`src/sv/slc_pkg.sv`:
```
// Shared types and constants for the source lexer character classifier.
// No dependencies; used by every module of the block.
package slc_pkg;

  localparam int LineW = 16;
  localparam int MaxEv = 3;

  typedef enum logic [3:0] {
    CL_INT  = 4'd0,
    CL_DBL  = 4'd1,
    CL_PDBL = 4'd2,
    CL_OP   = 4'd3,
    CL_STR  = 4'd4,
    CL_ID   = 4'd5,
    CL_PCOM = 4'd6,
    CL_COM  = 4'd7,
    CL_IDLE = 4'd8,
    CL_ESC  = 4'd9
  } lex_class_t;

  typedef enum logic [1:0] {
    EV_APPEND = 2'd0,
    EV_END    = 2'd1,
    EV_ERR    = 2'd2
  } ev_kind_t;

  localparam logic [7:0] ChN     = 8'h6e;
  localparam logic [7:0] ChR     = 8'h72;
  localparam logic [7:0] ChT     = 8'h74;
  localparam logic [7:0] ChDot   = 8'h2e;
  localparam logic [7:0] ChQuote = 8'h22;
  localparam logic [7:0] ChBslash = 8'h5c;
  localparam logic [7:0] ChSlash = 8'h2f;
  localparam logic [7:0] ChSpace = 8'h20;
  localparam logic [7:0] ChTab   = 8'h09;
  localparam logic [7:0] ChLf    = 8'h0a;
  localparam logic [7:0] ChCr    = 8'h0d;

  typedef struct packed {
    ev_kind_t   kind;
    logic [2:0] cls;
    logic [7:0] ch;
  } ev_t;

  // all events one item produces, in emission order
  typedef struct packed {
    ev_t [MaxEv-1:0]  ev;
    logic [1:0]       count;
    logic [LineW-1:0] line;
  } bundle_t;

  function automatic logic is_operator(input logic [7:0] c);
    return (c == 8'h7b) || (c == 8'h7d) || (c == 8'h28) || (c == 8'h29) ||
           (c == 8'h3d) || (c == 8'h2d) || (c == 8'h3b) || (c == 8'h2c);
  endfunction

endpackage

```
`src/sv/slc_lexer.sv`:
```
// Token class state machine and line counter; builds the event bundle of one item.
// Depends on slc_pkg.
module slc_lexer (
  input  logic            clk,
  input  logic            rst,
  input  logic            take,
  input  logic            cmd,
  input  logic [7:0]      char_byte,
  output slc_pkg::bundle_t bundle
);

  slc_pkg::lex_class_t           cls, cls_next;
  logic [slc_pkg::LineW-1:0]     line, line_next;

  logic                do_end, do_app, do_err, do_op;
  logic [3:0]          app_cls;
  logic [7:0]          app_ch;
  logic [3:0]          end_cls;
  logic                cur_idle;
  logic [1:0]          n;

  always_comb begin
    cls_next = cls;
    line_next = line;
    do_end = 1'b0;
    do_app = 1'b0;
    do_err = 1'b0;
    do_op  = 1'b0;
    app_cls = cls;
    app_ch = char_byte;
    if (cmd) begin
      do_end = 1'b1;
      cls_next = slc_pkg::CL_IDLE;
      line_next = {{(slc_pkg::LineW-1){1'b0}}, 1'b1};
    end else if (cls == slc_pkg::CL_ESC) begin
      cls_next = slc_pkg::CL_STR;
      app_cls = slc_pkg::CL_STR;
      do_app = 1'b1;
      priority if (char_byte == slc_pkg::ChN) begin
        app_ch = slc_pkg::ChLf;
      end else if (char_byte == slc_pkg::ChR) begin
        app_ch = slc_pkg::ChCr;
      end else if (char_byte == slc_pkg::ChT) begin
        app_ch = slc_pkg::ChTab;
      end else if (char_byte == slc_pkg::ChBslash) begin
        app_ch = slc_pkg::ChBslash;
      end else begin
        do_app = 1'b0;
        do_err = 1'b1;
      end
    end else if (char_byte == slc_pkg::ChCr || char_byte == slc_pkg::ChLf) begin
      if (cls == slc_pkg::CL_COM) begin
        do_end = 1'b1;
        cls_next = slc_pkg::CL_IDLE;
      end
      if (line != '1) line_next = line + 1'b1;
    end else if (cls == slc_pkg::CL_COM) begin
      do_app = 1'b1;
    end else if (char_byte >= 8'h30 && char_byte <= 8'h39) begin
      if (cls == slc_pkg::CL_IDLE) cls_next = slc_pkg::CL_INT;
      else if (cls == slc_pkg::CL_PDBL) cls_next = slc_pkg::CL_DBL;
      app_cls = cls_next;
      do_app = 1'b1;
    end else if (char_byte == slc_pkg::ChDot && (cls == slc_pkg::CL_IDLE ||
                 cls == slc_pkg::CL_INT || cls == slc_pkg::CL_STR)) begin
      if (cls == slc_pkg::CL_IDLE) cls_next = slc_pkg::CL_PDBL;
      else if (cls == slc_pkg::CL_INT) cls_next = slc_pkg::CL_DBL;
      app_cls = cls_next;
      do_app = 1'b1;
    end else if (char_byte == slc_pkg::ChDot || slc_pkg::is_operator(char_byte) ||
                 char_byte == slc_pkg::ChBslash) begin
      if (cls == slc_pkg::CL_STR) begin
        // backslash in a string opens an escape, other operators are text
        if (char_byte == slc_pkg::ChBslash) cls_next = slc_pkg::CL_ESC;
        else do_app = 1'b1;
      end else begin
        do_end = 1'b1;
        do_app = 1'b1;
        app_cls = slc_pkg::CL_OP;
        do_op = 1'b1;
        cls_next = slc_pkg::CL_IDLE;
      end
    end else if (char_byte == slc_pkg::ChSpace || char_byte == slc_pkg::ChTab) begin
      if (cls == slc_pkg::CL_STR) begin
        do_app = 1'b1;
      end else begin
        do_end = 1'b1;
        cls_next = slc_pkg::CL_IDLE;
      end
    end else if (char_byte == slc_pkg::ChQuote) begin
      do_end = 1'b1;
      if (cls == slc_pkg::CL_STR) begin
        cls_next = slc_pkg::CL_IDLE;
      end else begin
        cls_next = slc_pkg::CL_STR;
        app_cls = slc_pkg::CL_STR;
        do_app = 1'b1;
      end
    end else if (char_byte == slc_pkg::ChSlash) begin
      if (cls == slc_pkg::CL_STR) begin
        do_app = 1'b1;
      end else if (cls == slc_pkg::CL_PCOM) begin
        cls_next = slc_pkg::CL_COM;
      end else begin
        do_end = 1'b1;
        cls_next = slc_pkg::CL_PCOM;
        app_cls = slc_pkg::CL_PCOM;
        do_app = 1'b1;
      end
    end else begin
      if (cls == slc_pkg::CL_IDLE || cls == slc_pkg::CL_INT || cls == slc_pkg::CL_DBL) begin
        do_end = 1'b1;
        cls_next = slc_pkg::CL_ID;
      end
      app_cls = cls_next;
      do_app = 1'b1;
    end
  end

  assign cur_idle = (cls == slc_pkg::CL_IDLE);
  assign end_cls  = (cls == slc_pkg::CL_ESC) ? slc_pkg::CL_STR : cls;

  // pack the events in emission order
  always_comb begin
    bundle = '0;
    n = 2'd0;
    if (do_end && !cur_idle) begin
      bundle.ev[n] = '{kind: slc_pkg::EV_END, cls: end_cls[2:0], ch: 8'd0};
      n = n + 2'd1;
    end
    if (do_app) begin
      bundle.ev[n] = '{kind: slc_pkg::EV_APPEND, cls: app_cls[2:0], ch: app_ch};
      n = n + 2'd1;
    end
    if (do_err) begin
      bundle.ev[n] = '{kind: slc_pkg::EV_ERR, cls: 3'(slc_pkg::CL_STR), ch: 8'd0};
      n = n + 2'd1;
    end
    if (do_op) begin
      bundle.ev[n] = '{kind: slc_pkg::EV_END, cls: 3'(slc_pkg::CL_OP), ch: 8'd0};
      n = n + 2'd1;
    end
    bundle.count = n;
    bundle.line = line;
  end

  always_ff @(posedge clk) begin
    if (rst) begin
      cls <= slc_pkg::CL_IDLE;
      line <= {{(slc_pkg::LineW-1){1'b0}}, 1'b1};
    end else if (take) begin
      cls <= cls_next;
      line <= line_next;
    end
  end

endmodule

```
`src/sv/slc_serializer.sv`:
```
// Holds one item's event bundle and sends its events out one per cycle while m_tready allows.
// Depends on slc_pkg.
module slc_serializer (
  input  logic             clk,
  input  logic             rst,
  input  logic             load,
  input  slc_pkg::bundle_t bundle_in,
  output logic             free,
  output logic             m_tvalid,
  input  logic             m_tready,
  output logic [1:0]       m_tuser,  // event_kind
  output logic [31:0]      m_tdata,  // token_class[2:0], char_value[10:3], line_number[26:11]
  output logic             m_tlast   // last_event
);

  slc_pkg::bundle_t bund;
  logic             bvalid;
  logic [1:0]       idx;
  logic             out_load;
  logic             is_last;
  slc_pkg::ev_t     cur_ev;

  assign out_load = !m_tvalid || m_tready;
  assign is_last  = (idx == bund.count - 2'd1);
  assign cur_ev   = bund.ev[idx];
  // a new bundle may enter while the last event of the old one moves out
  assign free     = !bvalid || (out_load && is_last);

  always_ff @(posedge clk) begin
    if (rst) begin
      bvalid <= 1'b0;
      idx <= 2'd0;
      m_tvalid <= 1'b0;
    end else begin
      if (out_load) begin
        m_tvalid <= bvalid;
        if (bvalid) begin
          m_tuser <= cur_ev.kind;
          m_tdata <= {5'd0, bund.line, cur_ev.ch, cur_ev.cls};
          m_tlast <= is_last;
        end
      end
      if (load && bundle_in.count != 2'd0) begin
        bvalid <= 1'b1;
        bund <= bundle_in;
        idx <= 2'd0;
      end else if (out_load && bvalid) begin
        idx <= is_last ? 2'd0 : idx + 2'd1;
        if (is_last) bvalid <= 1'b0;
      end
    end
  end

endmodule

```
`src/sv/source_lexer_char_classifier.sv`:
```
// Character-serial lexer front end: each accepted item (a source character, or a flush
// when s_tuser is set) updates the token class and line count and yields zero to three
// events, which leave one per cycle through the output register when m_tready allows.
// Items without events are taken whenever the single-entry event buffer ahead of the
// output register is free; an item with events holds that buffer until its last event
// moves out, and the next item may enter as that last event leaves. Events pass
// through the event buffer and then the output register.
// Depends on slc_pkg, slc_lexer and slc_serializer.
module source_lexer_char_classifier (
  input  logic        clk,
  input  logic        rst,
  input  logic        s_tvalid,
  output logic        s_tready,
  input  logic        s_tuser,   // cmd
  input  logic [7:0]  s_tdata,   // char_byte[7:0]
  output logic        m_tvalid,
  input  logic        m_tready,
  output logic [1:0]  m_tuser,   // event_kind
  output logic [31:0] m_tdata,   // token_class[2:0], char_value[10:3], line_number[26:11]
  output logic        m_tlast    // last_event
);

  logic             take;
  slc_pkg::bundle_t bundle;

  assign take = s_tvalid && s_tready;

  slc_lexer u_lexer (
    .clk       (clk),
    .rst       (rst),
    .take      (take),
    .cmd       (s_tuser),
    .char_byte (s_tdata),
    .bundle    (bundle)
  );

  slc_serializer u_ser (
    .clk       (clk),
    .rst       (rst),
    .load      (take),
    .bundle_in (bundle),
    .free      (s_tready),
    .m_tvalid  (m_tvalid),
    .m_tready  (m_tready),
    .m_tuser   (m_tuser),
    .m_tdata   (m_tdata),
    .m_tlast   (m_tlast)
  );

endmodule

```
`config.mk`:
```
export PLATFORM = sky130hd
export DESIGN_NAME = source_lexer_char_classifier
export DESIGN_NICKNAME = d
export VERILOG_FILES = /design/src/sv/slc_pkg.sv /design/src/sv/slc_lexer.sv /design/src/sv/slc_serializer.sv /design/src/sv/source_lexer_char_classifier.sv
export SDC_FILE = /design/constraint.sdc
export NUM_CORES = 1
export LEC_CHECK = 0
export ABC_AREA = 1
export BUFFER_PORTS_ARGS = -buffer_cell sky130_fd_sc_hd__buf_2
export CAP_MARGIN = 20
export CORE_MARGIN = 2
export CORE_UTILIZATION = 34
export DETAILED_ROUTE_END_ITERATION = 8
export HOLD_SLACK_MARGIN = 0.06
export SLEW_MARGIN = 20
export SYNTH_ARGS = -nofsm -noshare
export SYNTH_HDL_FRONTEND = slang
export SYNTH_SLANG_ARGS = --single-unit
```
`constraint.sdc`:
```
create_clock -name clk -period 3.9 [get_ports clk]
set_input_delay 0.39 -clock clk [delete_from_list [all_inputs] [get_ports clk]]
set_output_delay 0.39 -clock clk [all_outputs]
set_load 0.1 [all_outputs]
```
==> results.sh <==
export IMPL_grt_overflow=0
export IMPL_leakage_nw=2.60
export IMPL_worst_path_largest_cell_delay_ns=0.43
export IMPL_post_cts_buffers=0
export IMPL_drt_pass1_iterations=6
export IMPL_cts_resized=0
export IMPL_drc=0
export IMPL_synth_ff_type="edfxtp_1"
export IMPL_rsz0062_at_grt="false"
export IMPL_track_usage=0.147
export IMPL_p_sw_frac=0.378
export IMPL_gp_congestion=0.921
export IMPL_dp_hpwl_mm=8.76
export IMPL_slew_headroom=0.643
export IMPL_clkPwrFrac=0.274
export IMPL_rr_startpoint="u_lexer.cls[2]$_SDFFE_PP0P_"
export IMPL_worst_pin_slew_ns=0.534
export IMPL_async_flop_share=0
export IMPL_first_global_vias=3902
export IMPL_final_cell_area_um2=6180
export IMPL_ff2ff_path_depth=22
export IMPL_setup_tns_ns=0
export IMPL_timing_final_ws_setup_ns=0.310
export IMPL_path_cells="inv_2 -> nand2_1 -> nor2_1 -> nor2_1 -> nand3_1 -> nor2_1 -> nor2_1 -> nand3_1 -> nand2_2 -> nand2_1 -> inv_1 -> ha_1 -> nand4_1 -> nand2_2 -> inv_2 -> ha_1 -> nand2_1 -> nand2_1 -> nand2_1 -> nand3_1 -> clkinvlp_4 -> buf_12"
export IMPL_crit_fanout=25
export IMPL_cts_root_buffer="clkbuf_16"
export IMPL_yosysWarnings=0
export IMPL_intPower_mw=1.98
export IMPL_pwr_share_comb=0.300
export IMPL_p_sw_mw=1.21
export IMPL_whs_path_depth=4
export IMPL_die_w_um=129
export IMPL_synth_edff_count=76
export IMPL_r2r_slack_ns=0.31
export IMPL_place_area_um2=5880
export IMPL_startpoint_type="flip-flop"
export IMPL_first_iter_violations=365
export IMPL_crit_arrival_ns=3.63
export IMPL_synth_top_area_share=0.430
export IMPL_reg2reg_to="u_ser.bund[11]$_DFFE_PP_"
export IMPL_slowest_stage="dfxtp_1"
export IMPL_netlist_top_cells_count="170 x nand2_1, 125 x nor2_1, 76 x edfxtp_1"
export IMPL_yosys_top_cells_area="edfxtp_1 43%, nand2_1 12%, dfxtp_1 9.0%"
export IMPL_p_per_area_nw_per_um2=517
export IMPL_io_buffers=44
export IMPL_end_kind="flip-flop"
export IMPL_cts_tree="yes"
export IMPL_start_util=0.348
export IMPL_min_period_ns=3.59
export IMPL_coreArea_um2=15300
export IMPL_yosysUniqueCellTypes=38
export IMPL_via_per_inst=4.61
export IMPL_cts_hold_buf=0
export IMPL_vias=4262
export IMPL_layout_area_seq_um2=2760
export IMPL_syn_to_final_growth_pct=16.4
export IMPL_cts_buffers=9
export IMPL_dieArea_um2=16600
export IMPL_power_frac_seq=0.426
export IMPL_hold_viol_final=0
export IMPL_cap_violations=0
export IMPL_dp_cells=909
export IMPL_syn_inst=647
export IMPL_post_place_ws_ns=0.139
export IMPL_multi_input_area_um2=2250
export IMPL_critical_path_class="flip-flop to flip-flop"
export IMPL_grt_pass1_wl_mm=19.3
export IMPL_layout_cells_non_filler=925
export IMPL_synth_seq_cells=100
export IMPL_fin_util=0.405
export IMPL_worstHoldStart="m_tready"
export IMPL_worstPathRequired_ns=3.94
export IMPL_pin_count=50
export IMPL_skew_ns=0.0147
export IMPL_cts_sinks=100
export IMPL_hold_path_class="input port to flip-flop"
export IMPL_rows=45
export IMPL_clk_latency_ns=0.34
export IMPL_drive_gt1_frac=0.189
export IMPL_seq_area_frac_synth=0.520
export IMPL_nets=727
export IMPL_hold_ws_ns=0.411
export IMPL_clockBufferDepth=2
export IMPL_peakVddDrop_mv=0.216
export IMPL_ant_nets=0
export IMPL_yosysMostFrequentCell="nand2_1"
export IMPL_die_h_um=129
export IMPL_period_share=0.920
export IMPL_status="completed"
export IMPL_synth_top_area_cell="edfxtp_1"
export IMPL_setup_viol=0
export IMPL_nFillCells=1513
export IMPL_cp_common_cell="nand2_1"
export IMPL_p_total_mw=3.19
export IMPL_antenna_cells=0
export IMPL_h_tree_depth=3
export IMPL_wl_per_cell_um=12.5
export IMPL_avgSynthCellArea_um2=8.21
export IMPL_min_to="u_ser.m_tvalid$_SDFFE_PP0N_"
export IMPL_grt_max_degree=31
export IMPL_max_freq_mhz=279
export IMPL_drv_slew=0
export IMPL_drt_wl_total_mm=11.6
export IMPL_syn_area_um2=5310
export IMPL_cts_reportedPaths_clkPinSlew_ns=0.08
export IMPL_antenna_found_initial=0
-- logic make-up after synthesis --
group           Yosys count  share of synthesized area
compound gates           61                     0.0650
xor+xnor                  9                     0.0148
fa+ha+maj                 5                     0.0118
buf+inv                  76                     0.0601
flops                   100                      0.520
other cells               1                   0.000706
simple gates            395                      0.327
-- layout make-up --
type	count	area share
Inverter	62	0.0389
Multi-Input combinational cell	476	0.364
Clock inverter	7	0.0115
Timing Repair Buffer	60	0.0591
Tap cell	211	0.0427
Clock buffer	9	0.0365
Sequential cell	100	0.447
-- power groups by stage --
stage / sequential, mW / combinational, mW / clock, mW
detailed placement: 1.39 / 0.957 / 0
CTS: 1.36 / 0.960 / 0.889
floorplan: 1.64 / 0.494 / 0
global placement: 1.38 / 0.957 / 0
global route: 1.37 / 1.05 / 0.935
finish: 1.36 / 0.958 / 0.873
-- registers in the layout (all words and copies together), names as in the netlist --
name	cells
u_ser.m_tdata	27
u_ser.m_tlast	1
u_ser.m_tuser	2
u_ser.m_tvalid	1
u_ser.idx	2
u_lexer.cls	4
u_ser.bund	46
u_ser.bvalid	1
u_lexer.line	16
-- worst max path at each step --
stage / from / to / slack, ns / depth (start not counted)
after floorplan: s_tdata[1] / u_ser.bund[0]$_DFFE_PP_ / 0.18 / 23
after global placement: s_tdata[1] / u_ser.bund[3]$_DFFE_PP_ / 0.22 / 23
after detailed placement: s_tdata[3] / u_ser.bund[4]$_DFFE_PP_ / 0.14 / 24
after CTS: u_lexer.cls[2]$_SDFFE_PP0P_ / u_ser.bund[11]$_DFFE_PP_ / 0.36 / 22
after global routing: u_lexer.cls[2]$_SDFFE_PP0P_ / u_ser.bund[11]$_DFFE_PP_ / 0.01 / 22
final: u_lexer.cls[2]$_SDFFE_PP0P_ / u_ser.bund[11]$_DFFE_PP_ / 0.31 / 22
-- worst max-delay path: cells and delay by family (launching register included) --
| family | cells | cell delay (ns) |
|---|---|---|
| adders and majority gates | 2 | 0.57 |
| buffers and inverters | 5 | 0.65 |
| DFF | 1 | 0.43 |
| and+or+nand+nor | 15 | 1.64 |
-- cells in the final DEF, fill, tap and decap left out, types with 6 or more instances in the layout --
| master | instances |
|---|---|
| nand2_1 | 170 |
| a21oi_1 | 18 |
| edfxtp_1 | 76 |
| conb_1 | 6 |
| nor2_2 | 12 |
| nor3_1 | 6 |
| nor2_1 | 124 |
| xnor2_1 | 6 |
| clkbuf_16 | 9 |
| inv_1 | 43 |
| o21ai_0 | 32 |
| buf_4 | 14 |
| dfxtp_1 | 24 |
| nand2_2 | 10 |
| inv_2 | 15 |
| nand3_1 | 47 |
| nand4_1 | 9 |
| buf_2 | 44 |
-- routing by layer --
layer  track usage  up-vias  share of wire
met5             0        -              0
met4        0.0524        0          0.020
met3        0.0237       18          0.051
met2         0.228      115           0.44
met1         0.207     1892           0.49
li1              -     2237              -
Note: power is estimated with default switching activity, not from simulation.
